$ cat src/rtl/core/cjt_pkg.sv
// Shared types and constants of the compacting job table.
// Used by every module of the block; depends on nothing.
package cjt_pkg;

    localparam int TABLE_DEPTH   = 16;
    localparam int PROCS_PER_JOB = 8;

    localparam int ROW_W  = (TABLE_DEPTH > 1) ? $clog2(TABLE_DEPTH) : 1;
    localparam int CNT_W  = $clog2(TABLE_DEPTH + 1);
    localparam int SLOT_W = (PROCS_PER_JOB > 1) ? $clog2(PROCS_PER_JOB) : 1;
    localparam int FILL_W = $clog2(PROCS_PER_JOB + 1);

    localparam int ID_W   = 16;
    localparam int GRP_W  = 22;
    localparam int PID_W  = 22;
    localparam int ST_W   = 2;
    localparam int NUM_W  = 4;
    localparam int REQ_W  = 3;
    localparam int STS_W  = 3;

    localparam logic [ID_W-1:0] ID_MAX      = '1;
    localparam logic [ST_W-1:0] STATE_FORE  = '0;

    typedef enum logic [REQ_W-1:0] {
        REQ_ADD  = 3'd0,
        REQ_DEL  = 3'd1,
        REQ_FIND = 3'd2,
        REQ_FG   = 3'd3,
        REQ_RMV  = 3'd4
    } req_kind_t;

    typedef enum logic [STS_W-1:0] {
        STS_OK        = 3'd0,
        STS_NOT_FOUND = 3'd1,
        STS_FULL      = 3'd2,
        STS_TOO_MANY  = 3'd3,
        STS_ID_EXH    = 3'd4
    } status_t;

    typedef enum logic {
        BK_IDLE,
        BK_EXEC
    } back_state_t;

    typedef struct packed {
        req_kind_t          kind;
        logic [ID_W-1:0]    job;
        logic [GRP_W-1:0]   group;
        logic [ST_W-1:0]    state;
        logic [PID_W-1:0]   pid;
        logic               last;
    } req_t;

    typedef struct packed {
        status_t            status;
        logic [ID_W-1:0]    job;
        logic [GRP_W-1:0]   group;
        logic [ST_W-1:0]    state;
        logic [NUM_W-1:0]   remaining;
        logic [NUM_W-1:0]   total;
    } rsp_t;

    typedef struct packed {
        logic [CNT_W-1:0]   entry_count;
        logic               busy;
    } stat_t;

endpackage

$ cat src/rtl/core/cjt_front.sv
// Front end of the compacting job table: takes requests, drops unknown kinds
// and holds up to two requests for the back end. Depends on cjt_pkg.
module cjt_front
(
    input  logic                clk,
    input  logic                rst_n,
    input  logic                s_tvalid,
    output logic                s_tready,
    input  logic [2:0]          s_tuser,  // req_type
    input  logic [63:0]         s_tdata,  // job_number, group_id, state_code, proc_id, zeros
    input  logic                s_tlast,  // proc_last
    output logic                q_valid,
    output cjt_pkg::req_t       q_req,
    input  logic                q_pop
);

    cjt_pkg::req_t  slot0_reg, slot0_next;
    cjt_pkg::req_t  slot1_reg, slot1_next;
    logic [1:0]     cnt_reg, cnt_next;
    cjt_pkg::req_t  in_req;
    logic           known;
    logic           push;
    logic           pop;

    always_comb
    begin
        in_req.kind  = cjt_pkg::req_kind_t'(s_tuser);
        in_req.job   = s_tdata[15:0];
        in_req.group = s_tdata[37:16];
        in_req.state = s_tdata[39:38];
        in_req.pid   = s_tdata[61:40];
        in_req.last  = s_tlast;
    end

    assign known    = s_tuser <= 3'(cjt_pkg::REQ_RMV);
    assign s_tready = cnt_reg != 2'd2;
    assign push     = s_tvalid && s_tready && known;
    assign pop      = q_pop && (cnt_reg != 2'd0);
    assign q_valid  = cnt_reg != 2'd0;
    assign q_req    = slot0_reg;

    always_comb
    begin
        slot0_next = slot0_reg;
        slot1_next = slot1_reg;
        cnt_next   = cnt_reg;
        if (pop)
        begin
            slot0_next = slot1_reg;
            cnt_next   = cnt_reg - 2'd1;
        end
        if (push)
        begin
            if (cnt_next == 2'd0)
            begin
                slot0_next = in_req;
            end
            else
            begin
                slot1_next = in_req;
            end
            cnt_next = cnt_next + 2'd1;
        end
    end

    always_ff @(posedge clk or negedge rst_n)
    begin
        if (!rst_n)
        begin
            cnt_reg <= 2'd0;
        end
        else
        begin
            cnt_reg <= cnt_next;
        end
    end

    always_ff @(posedge clk)
    begin
        slot0_reg <= slot0_next;
        slot1_reg <= slot1_next;
    end

endmodule

$ cat config.mk
export PLATFORM = sky130hd
export DESIGN_NAME = cjt_front
export DESIGN_NICKNAME = d
export VERILOG_FILES = /design/src/rtl/core/cjt_pkg.sv /design/src/rtl/core/cjt_front.sv
export SDC_FILE = /design/constraint.sdc
export NUM_CORES = 1
export LEC_CHECK = 0
export ABC_CLOCK_PERIOD_IN_PS = 5900
export CAP_MARGIN = 20
export CORE_MARGIN = 2
export CORE_UTILIZATION = 62
export CTS_CLUSTER_SIZE = 10
export DETAILED_ROUTE_END_ITERATION = 16
export DONT_BUFFER_PORTS = 1
export GPL_ROUTABILITY_DRIVEN = 0
export PLACE_DENSITY = 0.78
export SYNTH_ARGS = -nofsm -noshare
export SYNTH_HDL_FRONTEND = slang
export SYNTH_SLANG_ARGS = --single-unit
$ cat constraint.sdc
create_clock -name clk -period 5.9 [get_ports clk]
set_input_delay 0.59 -clock clk [delete_from_list [all_inputs] [get_ports clk]]
set_output_delay 0.59 -clock clk [all_outputs]
set_load 0.03 [all_outputs]
==> summary.md, run 1 <==
| Metric | Value |
|---|---|
| DRC violations left | `0` |
| Row count | `33` |
| Area of the die | `0.00916 mm2` |
| Worst Skew | `between 0.009 and 0.01 ns` |
| H-Tree Depth | `4` |
| Hold Slack | `approximately 0.18 ns` |
| Period utilization | `0.612` |
| Fill cells | `530` |
| Synthesized Nets | `~370` |
| CP bufs+invs | `3` |
| Final setup fails | `0` |
| CTS Buf Count | `17` |
| Worst EP arrival | `3.80 ns` |
| Routed WL per cell | `~20 um` |
| Critical-path cell list | `inv_1 > ha_1 > nand2b_4 > mux2i_1 > inv_1 > ha_1 > nor2_4 > buf_12` |
| DIE HEIGHT | `between 90 and 100 um` |
| Most frequent cells in the layout | `mux2_2, dfxtp_1, edfxtp_1` |
| Largest net degree at the start of global routing | `a little under 70` |
| PnR worst setup slack | `approximately 2.3 ns` |
| Clock sink total | `around 130` |
| Die width | `approximately 96 um` |
| Total core area | `around 0.0082 mm2` |
| Grt ovf | `0` |
| Setup TNS | `0 ns` |
| P_leak | `2.31 nW` |
| Layout overhead on the synthesized area | `13.5%` |
| Slew HR | `0.291` |
| Slowest cell on crit path | `nand2b_4` |
| Ports | `140` |
| Crit path required time | `just over 6 ns` |
| Pins over their slew limit | `0` |
| Pre-CTS setup slack | `between 2 and 2.5 ns` |
| Vias in the first global route | `2391` |
| MaxCap Viol Count | `0` |
| Worst Setup End Kind | `flip-flop` |
| Avg Cell Area, Syn | `about 17 um2` |
| Vias per cell | `about 5.6` |
| RSZ-0062 raised after global routing | `false` |
| Max clock buf depth | `2` |
| Worst R2R Setup Slack | `2.29 ns` |
| Yosys reg bits | `between 100 and 150` |
| Worst Hold Class | `primary input to flip-flop` |
| Worst slew pin tran | `between 1 and 1.5 ns` |
| First-pass GRT wire length | `~12000 um` |
| Max incr delay on CP | `0.82 ns` |
| Port Buffer Count | `0` |
| WS Path Type | `flip-flop to flip-flop` |
| Critical path fanouts, max | `between 60 and 70` |
| Diodes inserted | `0` |
| Fin. Hold Viols | `0` |
| CP Launch Type | `flip-flop` |
| Layout cells sized above 1 | `0.533` |
| Final wirelength | `8360 um` |
| Yosys warns | `0` |
| Initial antenna violation count | `0` |
| Synth cell types | `20` |
| Syn Std Cell Area | `~0.0052 mm2` |
| Initial Utilization | `0.638` |
| Routed vias | `2384` |
| Clock root buffer | `clkbuf_8` |
| Max VDD drop | `about 0.35 mV` |
| CTS tree | `done` |
| Commonest non-fill, non-tap cell in the layout | `mux2_2` |
| Fin crit period | `around 3.6 ns` |
| Drt initial violations | `70` |
| Clock-pin slew of the registers on the worst-case setup and hold paths | `around 0.060 ns` |
| Syn Inst Count | `299` |
| Peak Freq | `about 280 MHz` |
| Clk Latency, worst-skew pair | `a little over 0.5 ns` |
| Crit path max-delay family | `simple AND/OR/NAND/NOR gates` |
| Sequential-to-total area share from yosys stat | `0.643` |
| Pwr/cell area | `between 600 and 700 mW/mm2` |
| Global-route usage over all layers | `0.185` |
| DP Wirelength | `~5200 um` |
| Status | `finished clean` |
| Drt first pass iters | `4` |
| Antenna-violating nets left | `0` |
| Nets | `about 380` |
-- power by group --
part | total (mW) | leakage, nW | switching, mW | internal [mW]
sequential | 2.02 | 1.19 | 0.661 | 1.36
clock | 1.05 | 0.292 | 0.392 | 0.659
combinational | 0.927 | 0.830 | 0.345 | 0.583
total | 4.00 | 2.31 | 1.40 | 2.60
-- cell type report --
class | count | area [um2] | share of cell area
sequential | 134 | 3350 | 0.567
multi-input combinational | 145 | 1760 | 0.297
clock buffer | 18 | 428 | 0.0723
clock inverter | 14 | 173 | 0.0292
tap | 105 | 131 | 0.0222
timing repair buffer | 3 | 57.6 | 0.00973
inverter | 5 | 18.8 | 0.00317
-- through the flow --
| step | area (um2) | std cells | power, mW | util |
|---|---|---|---|---|
| floorplan | 5220 | 299 | 2.80 | - |
| detailed placement | 5310 | 391 | 2.98 | 0.649 |
| finish | 5920 | 424 | 4.00 | 0.724 |
| CTS | 5920 | 424 | 4.04 | 0.724 |
| global placement | 5280 | 390 | 2.93 | 0.646 |
| global route | 5920 | 424 | 4.19 | 0.724 |
-- kinds of logic after synthesis --
kind of cell,synth area share
muxes,0.315
DFF,0.643
buffers and inverters,0.0242
and+or+nand+nor,0.00624
adders and majority gates,0.00720
xor gates and xnor gates,0.00336
AOI/OAI and AO/OA,0.000959
-- what timing repair did --
item | 4_1_cts | 5_1_grt
setup buffers | 0 | 0
hold endpoints to repair | 2 | 0
resized for setup | 0 | 0
hold buffers | 1 | 0
-- worst paths after layout --
kind / startpoint / end / cells after the start
worst max-delay path: cnt_reg[0]$_DFF_PN0_ / slot1_reg[64]$_DFFE_PP_ / 8
worst min-delay path: s_tdata[5] / slot1_reg[52]$_DFFE_PP_ / 0
worst max register to register: cnt_reg[0]$_DFF_PN0_ / slot1_reg[64]$_DFFE_PP_ / 8
worst min register to register: slot1_reg[0]$_DFFE_PP_ / q_req[0]$_DFF_P_ / 2
max in group asynchronous: rst_n / cnt_reg[0]$_DFF_PN0_ / 1
min in group asynchronous: rst_n / cnt_reg[1]$_DFF_PN0_ / 1
-- cell usage after synthesis --
cell type | n | area share
mux2_2 | 97 | 0.21
dfxtp_1 | 66 | 0.25
edfxtp_1 | 66 | 0.38
mux2_4 | 36 | 0.10
buf_2 | 8 | 0.0077
buf_6 | 5 | 0.011
inv_1 | 5 | 0.0036
ha_1 | 3 | 0.0072
dfrtp_1 | 2 | 0.0096
buf_4 | 1 | 0.0014
clkbuf_1 | 1 | 0.00072
mux2i_1 | 1 | 0.0019
nand2_1 | 1 | 0.00072
nand2b_4 | 1 | 0.0026
nand3_1 | 1 | 0.00096
nor2_1 | 1 | 0.00072
nor2b_1 | 1 | 0.0012
o21ai_0 | 1 | 0.00096
xnor2_1 | 1 | 0.0017
xor2_1 | 1 | 0.0017
-- routing by layer --
layer,routed length [um],track usage,up-vias
li1,-,-,1129
met1,3240,0.206,1155
met2,4110,0.286,91
met3,908,0.106,9
met4,95,0.0893,0
met5,0,0,-
-- worst register-to-register path, cell delays in order (launching register included) --
cell and delay, ns:
dfrtp_1 0.36, inv_1 0.12, ha_1 0.20, nand2b_4 0.82
mux2i_1 0.33, inv_1 0.07, ha_1 0.27, nor2_4 0.78
buf_12 0.33
(Power assumes the default switching activity.)
==> run 2, diff against run 1 <==
Settings changed: ABC_CLOCK_PERIOD_IN_PS 5900 to 3080, CORE_UTILIZATION 62 to 56, PLACE_DENSITY 0.78 to 0.74.
Clock period 5.9 ns to 3.08 ns, I/O delays scaled along.
==> summary.md, run 2 (synthesis results as in run 1) <==
| Metric | Value |
|---|---|
| Diodes inserted | `0 (unchanged)` |
| Worst slew pin tran | `0.955 ns (-0.109 ns)` |
| Total core area | `0.00915 mm2 (+12%)` |
| Port Buffer Count | `0 (unchanged)` |
| Clk Latency, worst-skew pair | `0.50 ns (about the same)` |
| Worst R2R Setup Slack | `0.67 ns (-1.62 ns)` |
| DIE HEIGHT | `101 um (+5.0%)` |
| Fin. Hold Viols | `0 (unchanged)` |
| Initial Utilization | `0.570 (-0.0681)` |
| Nets | `449 (+18%)` |
| Vias per cell | `5.36 (-4.6%)` |
| Worst Hold Class | `primary input to asynchronous set/reset pin` |
| Initial antenna violation count | `0 (unchanged)` |
| Area of the die | `0.0101 mm2 (+10%)` |
| CP Launch Type | `flip-flop` |
| Fin cells | `498 (+17%)` |
| Vias in the first global route | `2842 (+19%)` |
| First-pass GRT wire length | `14300 um (+17%)` |
| Most frequent CP cell | `mux2_2` |
| RSZ-0062 raised after global routing | `false` |
| Commonest non-fill, non-tap cell in the layout | `mux2_2` |
| Final setup fails | `0 (unchanged)` |
| Routed vias | `2671 (+12%)` |
| Largest net degree at the start of global routing | `67 (-2.9%)` |
| Crit path depth | `6 (-2)` |
| Routed WL per cell | `18.1 um (-8.2%)` |
| Most frequent cells in the layout | `mux2_2, dlygate4sd3_1, dfxtp_1, edfxtp_1, mux2_4` |
| Slowest cell on crit path | `buf_4` |
| Row count | `35 (+6.1%)` |
| Ports | `140 (unchanged)` |
| Max incr delay on CP | `0.72 ns (-0.10 ns)` |
| Pwr/cell area | `1180 mW/mm2 (+75%)` |
| DP Wirelength | `5180 um (-1.3%)` |
| Max clock buf depth | `2 (unchanged)` |
| Hold Slack | `0.0559 ns (-0.120 ns)` |
| Slew HR | `0.363 (+0.0726)` |
| Global-route usage over all layers | `0.187 (+0.00152)` |
| H-Tree Depth | `4 (unchanged)` |
| CTS Buf Count | `17 (unchanged)` |
| Setup TNS | `0 ns (unchanged)` |
| Pre-CTS setup slack | `0.677 ns (-1.56 ns)` |
| Clock-pin slew of the registers on the worst-case setup and hold paths | `0.06 ns (about the same)` |
| Pins over their slew limit | `0 (unchanged)` |
| Clock root buffer | `clkbuf_8` |
| Worst Setup End Kind | `flip-flop` |
| Final wirelength | `9010 um (+7.9%)` |
| Worst Skew | `0.0140 ns (+0.00414 ns)` |
| CTS tree | `done` |
| Crit path max-delay family | `buffers and inverters` |
| Crit path required time | `3.47 ns (-2.62 ns)` |
| DRC violations left | `0 (unchanged)` |
| Max VDD drop | `0.687 mV (+98%)` |
| CP bufs+invs | `2 (-1)` |
| Layout cells sized above 1 | `0.439 (-0.0936)` |
| Status | `finished clean` |
| P_leak | `2.61 nW (+13%)` |
| PnR worst setup slack | `0.669 ns (-1.62 ns)` |
| Critical-path cell list | `inv_1 > ha_1 > nand2b_4 > buf_4 > mux2_2 > mux2_2` |
| RR Startpoint | `cnt_reg[0]$_DFF_PN0_` |
| Drt first pass iters | `4 (unchanged)` |
| Peak Freq | `415 MHz (+50%)` |
| Post-Place Cells | `399 (+2.0%)` |
| Post-layout util | `0.723 (about the same)` |
| Critical path fanouts, max | `64 (-5.9%)` |
| Grt ovf | `0 (unchanged)` |
| R2r endpoint | `q_req[10]$_DFF_P_` |
| Worst EP arrival | `2.80 ns (-1.00 ns)` |
| Clock sink total | `134 (unchanged)` |
| MaxCap Viol Count | `0 (unchanged)` |
| Fin crit period | `2.41 ns (-1.20 ns)` |
| Worst R2R Path Depth | `6 (-2)` |
| WS Path Type | `flip-flop to flip-flop` |
| Period utilization | `0.783 (+0.171)` |
| Layout overhead on the synthesized area | `26.9%` |
| Antenna-violating nets left | `0 (unchanged)` |
| Worst Setup EP | `q_req[10]$_DFF_P_` |
| Drt initial violations | `71 (+1.4%)` |
| Critical path startpoint | `cnt_reg[0]$_DFF_PN0_` |
| Die width | `101 um (+5.0%)` |
## run 2: area by class of cell
cell class                      count  area [um2]
Fill cell                         578        2530
Sequential cell                   134        3350
Inverter                            5        18.8
Tap cell                          111         139
Clock inverter                     14         196
Timing Repair Buffer               71         738
Clock buffer                       18         418
Multi-Input combinational cell    145        1760
## run 2: worst register-to-register path: stages, from the launching register on
cell      delay (ns)
dfrtp_1         0.36
inv_1           0.11
ha_1            0.18
nand2b_4        0.16
buf_4           0.72
mux2_2          0.50
mux2_2          0.27
## run 2: routing by layer
layer  vias up  part of all wire  global-route usage
li1       1254                 -                   -
met4         0             0.015              0.0811
met5         -                 0                   0
met2        83              0.51               0.309
met3        10             0.071              0.0749
met1      1324              0.40               0.215
## run 2: metrics by stage
stage / area (um2) / power, mW
after floorplan: 5220 / 5.37
after global placement: 5330 / 5.63
after detailed placement: 5330 / 5.72
after CTS: 6620 / 7.90
after global routing: 6620 / 8.20
final: 6620 / 7.84
## run 2: worst min path at each step
| stage | cells past startpoint | to | from | slack (ns) |
|---|---|---|---|---|
| floorplan | 0 | cnt_reg[0]$_DFF_PN0_ | rst_n | 0.01 |
| CTS | 1 | cnt_reg[0]$_DFF_PN0_ | rst_n | 0.02 |
| finish | 1 | cnt_reg[0]$_DFF_PN0_ | rst_n | 0.06 |
| detailed placement | 0 | cnt_reg[1]$_DFF_PN0_ | rst_n | 0.01 |
| global placement | 0 | cnt_reg[1]$_DFF_PN0_ | rst_n | 0.01 |
| global route | 1 | cnt_reg[0]$_DFF_PN0_ | rst_n | 0.03 |
## run 2: timing repair
action | in CTS | in global routing
hold endpoints to repair | 134 | 0
resized for setup | 0 | 0
hold buffers | 67 | 0
buffers inserted | 0 | 0
## run 2: power by group
part           internal (mW)  switching (mW)  total (mW)
Clock                   1.33           0.760        2.09
Sequential              2.61            1.28        3.88
Combinational           1.18           0.690        1.87
==> run 3, diff against run 2 <==
Settings changed: ABC_CLOCK_PERIOD_IN_PS 3080 to 2300, CORE_UTILIZATION 56 to 62, PLACE_DENSITY 0.74 to 0.78.
Clock period 3.08 ns to 2.3 ns, I/O delays scaled along.
==> summary.md, run 3 (synthesis results as in run 1) <==
| Metric | Value |
|---|---|
| Status | `finished clean` |
| RR Startpoint | `cnt_reg[1]$_DFF_PN0_` |
| Most frequent cells in the layout | `mux2_2, dlygate4sd3_1, dfxtp_1, edfxtp_1, mux2_4` |
| Total core area | `0.00818 mm2 (-11%)` |
| P_int | `6.78 mW (+33%)` |
| Post-Place Cells | `396 (-0.75%)` |
| Slowest cell on crit path | `dfrtp_1` |
| Crit path max-delay family | `multiplexers` |
| Fin crit period | `2.17 ns (-0.242 ns)` |
| Layout cells sized above 1 | `0.453 (+0.0134)` |
| Layout overhead on the synthesized area | `27.5%` |
| Nets | `453 (+0.89%)` |
| First-pass GRT wire length | `14700 um (+3.0%)` |
| Share of power burned in registers | `0.496 (about the same)` |
| Period utilization | `0.943 (+0.160)` |
| Worst Hold End | `cnt_reg[0]$_DFF_PN0_` |
| Clock-pin slew of the registers on the worst-case setup and hold paths | `0.06 ns (about the same)` |
| P_leak | `2.61 nW (-0.12%)` |
| Vias in the first global route | `2838 (-0.14%)` |
| Clk Latency, worst-skew pair | `0.50 ns (about the same)` |
| Net Sw Power | `3.73 mW (+37%)` |
| Critical path fanouts, max | `15 (-77%)` |
| Die width | `95.7 um (-4.8%)` |
| Worst R2R Setup Slack | `0.13 ns (-0.54 ns)` |
| Crit path required time | `2.68 ns (-0.79 ns)` |
| DIE HEIGHT | `95.7 um (-4.8%)` |
| Routed vias | `2727 (+2.1%)` |
| Clock root buffer | `clkbuf_8` |
| Clock sink total | `134 (unchanged)` |
| Commonest non-fill, non-tap cell in the layout | `mux2_2` |
| Fin cells | `496 (-0.40%)` |
| Peak Freq | `461 MHz (+11%)` |
| Drt first pass iters | `4 (unchanged)` |
| Global-route usage over all layers | `0.220 (+0.0338)` |
| CP Launch Type | `flip-flop` |
| Switching share of power | `0.355 (+0.00717)` |
| Pwr/cell area | `1580 mW/mm2 (+34%)` |
| Final wirelength | `9860 um (+9.4%)` |
| Worst R2R Path Depth | `9 (+3)` |
| Design area | `0.00665 mm2 (+0.45%)` |
| # resized after CTS | `0 (unchanged)` |
| Diodes inserted | `0 (unchanged)` |
| Row count | `33 (-5.7%)` |
| DRC violations left | `0 (unchanged)` |
| Worst Setup End Kind | `flip-flop` |
| Hold_sp | `q_pop` |
| Initial antenna violation count | `0 (unchanged)` |
| Ports | `140 (unchanged)` |
| H-Tree Depth | `4 (unchanged)` |
| Grt ovf | `0 (unchanged)` |
| WS Path Type | `flip-flop to flip-flop` |
| Critical-path cell list | `inv_2 > ha_4 > nand2b_4 > mux2i_1 > inv_1 > ha_2 > nand3_4 > buf_4 > mux2_2` |
| Max clock buf depth | `2 (unchanged)` |
| MaxCap Viol Count | `0 (unchanged)` |
| R2r endpoint | `q_req[45]$_DFF_P_` |
| CTS tree | `done` |
| Post-layout util | `0.813 (+0.0901)` |
| RSZ-0062 raised after global routing | `false` |
| Max incr delay on CP | `0.39 ns (-0.33 ns)` |
| Worst EP arrival | `2.55 ns (-0.25 ns)` |
| Drt initial violations | `119 (+68%)` |
| Worst Hold Class | `primary input to flip-flop` |
| CP bufs+invs | `3 (+1)` |
| CTS Buf Count | `17 (unchanged)` |
| Worst slew pin tran | `0.533 ns (-0.422 ns)` |
| Max VDD drop | `1.03 mV (+50%)` |
| Port Buffer Count | `0 (unchanged)` |
| Final setup fails | `0 (unchanged)` |
| Area of the die | `0.00916 mm2 (-9.3%)` |
| DP Area | `0.00538 mm2 (+0.80%)` |
| Slew HR | `0.645 (+0.281)` |
| Hold-critical path depth | `3` |
| Routed WL per cell | `19.9 um (+9.8%)` |
| Vias per cell | `5.50 (+2.5%)` |
| Antenna-violating nets left | `0 (unchanged)` |
| Pins over their slew limit | `0 (unchanged)` |
| Largest net degree at the start of global routing | `38 (-43%)` |
| Comb power frac | `0.248 (+0.010)` |
| Fill cells | `438 (-24%)` |
| Worst Skew | `0.00866 ns (-0.00532 ns)` |
| Clock power share | `0.256 (-0.010)` |
| Initial Utilization | `0.638 (+0.0681)` |
| Fin. Hold Viols | `0 (unchanged)` |
| DP Wirelength | `5400 um (+4.3%)` |
-- run 3: cell types whose count changed in the layout (fill, tap and decap cells not counted), sizes merged --
cell and delta:
bufinv -1, clkbuf +1, inv -1, clkinv -1, dlygate4sd3 +1, clkinvlp +2, buf +3
-- run 3: worst reg2reg max path, delay by kind of cell, from the launching register on --
kind,cells,cell delay [ns]
multiplexers,2,0.63
buffers and inverters,3,0.47
adder cells (fa/ha/maj),2,0.34
AND/OR/NAND/NOR,2,0.23
flip-flops,1,0.39
-- run 3: area by class of cell --
class                   count  area [um2]  share of cell area
flip-flops and latches    134        3350               0.504
repair buffers             75         783               0.118
well taps                 105         131              0.0198
clock inverters            13         170              0.0256
multi-input cells         145        1770               0.266
clock buffers              19         422              0.0634
inverters                   5        18.8             0.00282
-- run 3: worst max path at each step --
stage	from	end	cells past startpoint
final	cnt_reg[1]$_DFF_PN0_	q_req[45]$_DFF_P_	9
after global placement	cnt_reg[1]$_DFF_PN0_	q_req[55]$_DFF_P_	9
after floorplan	cnt_reg[1]$_DFF_PN0_	slot1_reg[0]$_DFFE_PP_	10
after CTS	cnt_reg[1]$_DFF_PN0_	q_req[45]$_DFF_P_	9
after detailed placement	cnt_reg[1]$_DFF_PN0_	q_req[45]$_DFF_P_	9
after global routing	cnt_reg[0]$_DFF_PN0_	q_req[45]$_DFF_P_	9
-- run 3: through the flow --
step	hold WS, ns	setup slack (ns)	setup TNS, ns	total power, mW
CTS	0.0839	0.120	0	10.5
floorplan	-0.0656	-0.571	-39.01	7.25
finish	0.102	0.131	0	10.5
global route	0.101	0.0301	0	11.0
global placement	-0.0655	0.221	0	7.59
detailed placement	-0.0655	0.171	0	7.72
-- run 3: routing by layer --
metal,global-route usage,share of wire,up-vias
li1,-,-,1275
met1,0.240,0.39,1339
met2,0.384,0.52,100
met3,0.0877,0.074,13
met4,0.0881,0.017,0
met5,0,0,-
-- run 3: repair_timing --
action,in CTS,in global routing
setup buffers,0,0
hold buffers,68,0
endpoints found under the hold margin,134,0
-- run 3: power groups by stage --
stage                     combinational (mW)  sequential [mW]  clock (mW)
final                                   2.61             5.22        2.69
after global routing                    2.81             5.33        2.81
after CTS                               2.60             5.22        2.71
after detailed placement                2.45             5.27           0
after global placement                  2.37             5.22           0
after floorplan                         2.17             5.08           0
